### config.mk
export PLATFORM = sky130hd
export DESIGN_NAME = glzw_ctrl
export DESIGN_NICKNAME = d
export VERILOG_FILES = /design/src/rtl/glzw_pkg.sv /design/src/rtl/glzw_ctrl.sv
export SDC_FILE = /design/constraint.sdc
export NUM_CORES = 1
export LEC_CHECK = 0
export BUFFER_PORTS_ARGS = -buffer_cell sky130_fd_sc_hd__buf_2
export CAP_MARGIN = 20
export CORE_AREA = 2 2 39 41
export DETAILED_ROUTE_END_ITERATION = 6
export DIE_AREA = 0 0 41 43
export PLACE_DENSITY = 0.66
export SLEW_MARGIN = 0
export SYNTH_ARGS = -nofsm -noshare
export SYNTH_HDL_FRONTEND = slang
export SYNTH_SLANG_ARGS = --single-unit
### constraint.sdc
create_clock -name i_clk -period 3.6 [get_ports i_clk]
set_input_delay 0.72 -clock i_clk [delete_from_list [all_inputs] [get_ports i_clk]]
set_output_delay 0.72 -clock i_clk [all_outputs]
set_load 0.01 [all_outputs]
### src/rtl/glzw_pkg.sv
// Shared types, constants and helpers for the GIF LZW decoder.
package glzw_pkg;

    localparam int MAX_CODE_BITS_DEF = 12;
    localparam int BUFFER_BITS_DEF   = 24;
    localparam logic [3:0] MCS_RESET = 4'd8;

    typedef struct packed {
        logic       cmd;
        logic [7:0] data_byte;
    } t_in_item;

    typedef struct packed {
        logic [2:0] status;
        logic [7:0] pixel_index;
        logic       last_of_string;
    } t_out_item;

    typedef enum logic [2:0] {
        ST_PIXEL   = 3'd0,
        ST_NONE    = 3'd1,
        ST_NEED    = 3'd2,
        ST_ENDED   = 3'd3,
        ST_INVALID = 3'd4,
        ST_REJECT  = 3'd5
    } t_status;

    typedef enum logic [3:0] {
        OP_NONE,
        OP_INIT,
        OP_PUSH,
        OP_POP,
        OP_CONS_END,
        OP_CONS_CLEAR,
        OP_CONS_FIRST,
        OP_CONS_ERR,
        OP_START_WALK,
        OP_START_KWK,
        OP_WALK_RD,
        OP_WALK_STEP,
        OP_FINISH
    } t_dp_op;

    typedef struct packed {
        t_dp_op  op;
        logic    res_load;
        t_status res_status;
        logic    res_pixel;
    } t_dp_cmd;

    typedef struct packed {
        logic push_full;
        logic stack_nonempty;
        logic err;
        logic ended;
        logic short_bits;
        logic code_end;
        logic code_clear;
        logic have_prev;
        logic code_root;
        logic code_known;
        logic code_kwk;
        logic walk_root;
    } t_dp_stat;

    // min code size clamped to 2..8
    function automatic logic [3:0] eff_min(input logic [3:0] mcs);
        logic [3:0] r;
        if (mcs < 4'd2) begin
            r = 4'd2;
        end else if (mcs > 4'd8) begin
            r = 4'd8;
        end else begin
            r = mcs;
        end
        return r;
    endfunction

endpackage

### src/rtl/glzw_ctrl.sv
// Control state machine of the GIF LZW decoder.
module glzw_ctrl (
    input  logic               i_clk,
    input  logic               i_rst_n,
    input  logic               i_in_valid,
    input  logic               i_in_cmd,
    output logic               o_in_stall,
    output logic               o_out_valid,
    input  logic               i_out_stall,
    input  logic               i_cfg_valid,
    output logic               o_cfg_ready,
    input  glzw_pkg::t_dp_stat i_stat,
    output glzw_pkg::t_dp_cmd  o_cmd
);
    import glzw_pkg::*;

    typedef enum logic [1:0] {S_IDLE, S_POPOUT, S_WALK, S_WAIT} t_state;

    t_state  r_state, n_state;
    logic    r_out_valid, n_out_valid;
    logic    w_accept;
    t_dp_cmd w_cmd;

    assign o_cfg_ready = (r_state == S_IDLE);
    assign o_in_stall  = !((r_state == S_IDLE) && (!r_out_valid || !i_out_stall))
                         || i_cfg_valid;
    assign w_accept    = i_in_valid && !o_in_stall;
    assign o_out_valid = r_out_valid;
    assign o_cmd       = w_cmd;

    always_comb begin
        n_state              = r_state;
        w_cmd.op             = OP_NONE;
        w_cmd.res_load       = 1'b0;
        w_cmd.res_status     = ST_NONE;
        w_cmd.res_pixel      = 1'b0;
        case (r_state)
            S_IDLE: begin
                if (i_cfg_valid) begin
                    w_cmd.op = OP_INIT;
                end else if (w_accept) begin
                    w_cmd.res_load = 1'b1;
                    if (!i_in_cmd) begin
                        if (i_stat.push_full) begin
                            w_cmd.res_status = ST_REJECT;
                        end else begin
                            w_cmd.op = OP_PUSH;
                        end
                    end else if (i_stat.stack_nonempty) begin
                        w_cmd.op       = OP_POP;
                        w_cmd.res_load = 1'b0;
                        n_state        = S_POPOUT;
                    end else if (i_stat.err) begin
                        w_cmd.res_status = ST_INVALID;
                    end else if (i_stat.ended) begin
                        w_cmd.res_status = ST_ENDED;
                    end else if (i_stat.short_bits) begin
                        w_cmd.res_status = ST_NEED;
                    end else if (i_stat.code_end) begin
                        w_cmd.op         = OP_CONS_END;
                        w_cmd.res_status = ST_ENDED;
                    end else if (i_stat.code_clear) begin
                        w_cmd.op = OP_CONS_CLEAR;
                    end else if (!i_stat.have_prev) begin
                        if (i_stat.code_root) begin
                            w_cmd.op = OP_CONS_FIRST;
                        end else begin
                            w_cmd.op         = OP_CONS_ERR;
                            w_cmd.res_status = ST_INVALID;
                        end
                    end else if (i_stat.code_known) begin
                        w_cmd.op       = OP_START_WALK;
                        w_cmd.res_load = 1'b0;
                        n_state        = S_WALK;
                    end else if (i_stat.code_kwk) begin
                        w_cmd.op       = OP_START_KWK;
                        w_cmd.res_load = 1'b0;
                        n_state        = S_WALK;
                    end else begin
                        w_cmd.op         = OP_CONS_ERR;
                        w_cmd.res_status = ST_INVALID;
                    end
                end
            end
            S_POPOUT: begin
                w_cmd.res_load   = 1'b1;
                w_cmd.res_status = ST_PIXEL;
                w_cmd.res_pixel  = 1'b1;
                n_state          = S_IDLE;
            end
            S_WALK: begin
                if (i_stat.walk_root) begin
                    w_cmd.op       = OP_FINISH;
                    w_cmd.res_load = 1'b1;
                    n_state        = S_IDLE;
                end else begin
                    w_cmd.op = OP_WALK_RD;
                    n_state  = S_WAIT;
                end
            end
            S_WAIT: begin
                w_cmd.op = OP_WALK_STEP;
                n_state  = S_WALK;
            end
            default: n_state = S_IDLE;
        endcase
    end

    always_comb begin
        if (w_cmd.res_load) begin
            n_out_valid = 1'b1;
        end else if (r_out_valid && !i_out_stall) begin
            n_out_valid = 1'b0;
        end else begin
            n_out_valid = r_out_valid;
        end
    end

    always_ff @(posedge i_clk) begin
        if (!i_rst_n) begin
            r_state     <= S_IDLE;
            r_out_valid <= 1'b0;
        end else begin
            r_state     <= n_state;
            r_out_valid <= n_out_valid;
        end
    end

    // a result is only produced when the output slot can take it
    a_no_overrun: assert property (@(posedge i_clk) disable iff (!i_rst_n)
        (w_cmd.res_load && r_state != S_IDLE) |-> (!r_out_valid || !i_out_stall))
        else $error("result overwrites a pending item");
    a_busy_stalls: assert property (@(posedge i_clk) disable iff (!i_rst_n)
        (r_state != S_IDLE) |-> o_in_stall)
        else $error("input taken while busy");
    a_pop_done: assert property (@(posedge i_clk) disable iff (!i_rst_n)
        (r_state == S_POPOUT) |=> (r_out_valid && r_state == S_IDLE))
        else $error("pop result missing");

endmodule

Word level (Yosys, flattened, before mapping)
Index checks and enable logic that the tools add are counted.
{"block": "totals", "register_bits": 3, "inputBits": 18, "out_inout_bits": 12, "elab_cells": 100}
{"block": "classes", "n_eq_ne": 13, "mux": 73, "reduce_logical": 12}
{"cell": "$mux W5", "count": 16}
{"cell": "$mux W4", "count": 17}
{"cell": "$mux W3", "count": 12}
{"cell": "$mux W2", "count": 14}
{"cell": "$ne A3 B2 Y1 const B", "count": 5}
{"cell": "$pmux W4 S3", "count": 1}
{"cell": "$reduce_and A10 Y1", "count": 1}
{"cell": "$mux W1", "count": 9}
{"cell": "$mux W8", "count": 1}
{"cell": "$pmux W2 S4", "count": 1}
{"cell": "$pmux W3 S2", "count": 1}
{"cell": "$eq A2 B2 Y1 const B", "count": 2}
{"cell": "$logic_not A1 Y1", "count": 4}
{"cell": "$ne A2 B2 Y1 const B", "count": 2}
{"cell": "$ne A4 B1 Y1 const B", "count": 1}
{"cell": "$logic_and A1 B1 Y1", "count": 3}
{"cell": "$ne A3 B1 Y1 const B", "count": 1}
{"cell": "$pmux W1 S3", "count": 1}
{"cell": "$eq A2 B1 Y1 const B", "count": 1}
{"cell": "$logic_not A2 Y1", "count": 1}
{"cell": "$logic_or A1 B1 Y1", "count": 2}
{"cell": "$ne A2 B1 Y1 const B", "count": 1}
{"cell": "$reduce_bool A2 Y1", "count": 1}

Logic depth before layout (Yosys ltp)
{"block": "depth", "word_depth": 34, "ltp_mapped": 5, "mapped_depth_nobuf": 4}

Worst setup path before layout
Ideal clock, no wire load.
{"block": "synth_timing", "kind": "input port to output port", "startpoint": "input i_out_stall", "endpoint": "output o_cmd[6] (netlist bit)", "arrival_ns": 1.751, "slack_ns": 1.129, "path_stages": 3, "cell_sequence": "a2111oi_4 > nand2_1 > o41ai_1"}
{"item": "from (decl)", "line": "glzw_ctrl.sv:9", "rtl": "input logic i_out_stall,"}
{"item": "to (decl)", "line": "glzw_ctrl.sv:13", "rtl": "output glzw_pkg::t_dp_cmd o_cmd"}

==> flow_summary.toml <==
[run_status]
status = "completed"

[yosys]
synth.mux.area_fraction_pct = 0
synth_compound_area_share_pct = 42.3
synth_top_area_share_pct = 13.6
yosys.area_share.simple_pct = 35.5
synthAdderAreaFrac_pct = 0
synth-seq-cells = 3
synthTopCellsByArea = "dfxtp_1, a2111oi_4, nor2b_1, nand2_1, o31ai_1"
synth_nets = 77
synth_ff_type = "dfxtp_1"
synth_cells = 59
syn_area_per_cell_sq_um = 7.46
synth_area_leader_cell = "dfxtp_1"
synth_xor_area_share_pct = 0
synth_area_sq_um = 440
async_flop_share_pct = 0
yosysWarnings = 0
ys_seq_area_share_pct = 13.6
synthDistinctLibCells = 29
synth_top_family_by_area = "compound AO/OA/AOI/OAI gates"
synth_edf_count = 0

[timing]
drv_slew = 0
finClkSkew_ps = 1.02
grt_setup_unrepaired = "no"
fin_crit_sh_pct = 74.9
setup_violations = 0
slew_headroom_pct = 75.1
setup_ws_ps = 903
fmax_mhz = 371
tns_ps = 0
tightest_slew_ps = 373
period_needed_ps = 2700
hold_viol_final = 0

[clocking]
cts-resized-gates = 0
cts_sinks = 3
cts_made_buffers = 3
root_buffer = "clkbuf_4"
cts.htree.levels = 1
cts_tree = "yes"
clk_path_buf_depth = 2
post_cts_buffers = 0
postCtsHoldBufs = 0
clkTransAtPathRegs_ps = 40
clk_latency_ps = 230

[global_route]
grt_first_pass_wirelength_microns = 2020
overflow = 0
first_global_vias = 536
grt_max_degree = 11
track_usage_pct = 16.1
antenna_found_initial = 0

[floorplanning]
rows = 14
start_util_pct = 31.8
die_h_microns = 43
io_pins = 30
core_sq_um = 1380
dieArea_sq_um = 1760
die_width_microns = 41

[detailed_routing]
wl_per_cell_microns = 12.0
drc = 0
ant_nets = 0
vias = 540
viasPerCell = 5.09
drt_first_pass_iters = 3
routed_wl_microns = 1270
drt-initial-drc-count = 7

[setup_path]
path_common_cell = "buf_2"
critPathCaptureType = "output port"
critPathRequiredTime_ps = 2880
critical_path.cell_chain = "buf_2 -> a2111oi_4 -> nand2_1 -> o41ai_1 -> buf_2"
slowest_stage = "a2111oi_4"
cp-start-kind = "input pin"
max_stage_delay_ps = 410
critical_path_class = "input pin to output port"
crit_fanout = 4
crit_arrival_ps = 1980

[power]
powerDensity_nw_per_um2 = 236
power.share.sequential_pct = 24.9
power.switching_uw = 45.6
p_comb_share_pct = 34.3
clkPwrFrac_pct = 40.7
swShare_pct = 31.5
leakage_nw = 0.291
ir_drop_mv = 0.0704
p_int_uw = 99.1

[finish]
mostFrequentLayoutCells = "buf_2, nand2_1, inv_1"
ff_latch_area_sq_um = 60.1
layout_commonest_cell = "buf_2"
nFillCells = 157
area_growth_pct = 39.2
multi_input_comb_area_sq_um = 343
final_core_util_pct = 44.3
nNetsFinal = 109
fin_area_sq_um = 613
drive_gt1_share_pct = 41.1
n_antenna_cell = 0

[placed_design]
dp_hpwl_microns = 1080
place_area_sq_um = 587
port_buffers = 29
place_ws_ps = 941
gp_congestion = 0.771

[flow_run]
drv_cap = 0

[worst_hold_path]
hold_class = "flip-flop to flip-flop"
final timing paths:
path                     from           to  slack (ps)  cells after the start
setup / recovery  i_out_stall     o_cmd[6]         900                      5
hold / removal    o_out_valid  o_out_valid         650                      2
setup reg to reg   r_state[0]   r_state[0]        2230                      4
hold reg to reg   o_out_valid  o_out_valid         650                      2
synthesized netlist by cell type, drive strengths merged (2+ instances only):
cell type	count
and2	3
nand2	6
a31oi	3
a21oi	4
nor2	4
inv	5
nand3	2
buf	2
o21ai	3
o31ai	3
dfxtp	3
nor3	2
o21a	2
nor2b	4
cell families after synthesis:
family	after synthesis
AOI/OAI and AO/OA	23
buffers and inverters	7
DFF	3
and+or+nand+nor	26
flip-flops by register name, indices dropped and copies added, names as in the netlist:
signal,cells
r_state,2
o_out_valid,1
critical path: cells and delay by family:
kind / cells / cell delay, ps
buffers and inverters: 2 / 310
AO/OA/AOI/OAI: 2 / 800
AND/OR/NAND/NOR: 1 / 150
power by group through the flow:
stage          sequential, mW  combinational [mW]  clock (mW)
2_1_floorplan          0.0364              0.0266           0
3_3_place_gp           0.0366              0.0490           0
3_5_place_dp           0.0366              0.0498           0
4_1_cts                0.0361              0.0500      0.0637
5_1_grt                0.0363              0.0549      0.0646
6_report               0.0361              0.0497      0.0589
area by class of cell:
cell class                      instances  share of cell area (%)
Sequential cell                         3                    9.80
Clock buffer                            4                    4.29
Tap cell                               16                    3.27
Timing Repair Buffer                   29                    23.7
Multi-Input combinational cell         49                    55.9
Inverter                                5                    3.06
layer usage:
| layer | wire length, microns | track usage [%] |
|---|---|---|
| met2 | 707 | 28.7 |
| met5 | 0 | 0 |
| met4 | 0 | 8.00 |
| met1 | 499 | 18.1 |
| met3 | 65 | 0 |
per-stage QoR:
stage | hold WS (ps) | total power [mW] | instances
after floorplan | 523 | 0.0630 | 59
after global placement | 643 | 0.0857 | 102
after detailed placement | 655 | 0.0864 | 102
after CTS | 663 | 0.150 | 106
after global routing | 699 | 0.156 | 106
final | 648 | 0.145 | 106
(Power assumes the default switching activity.)
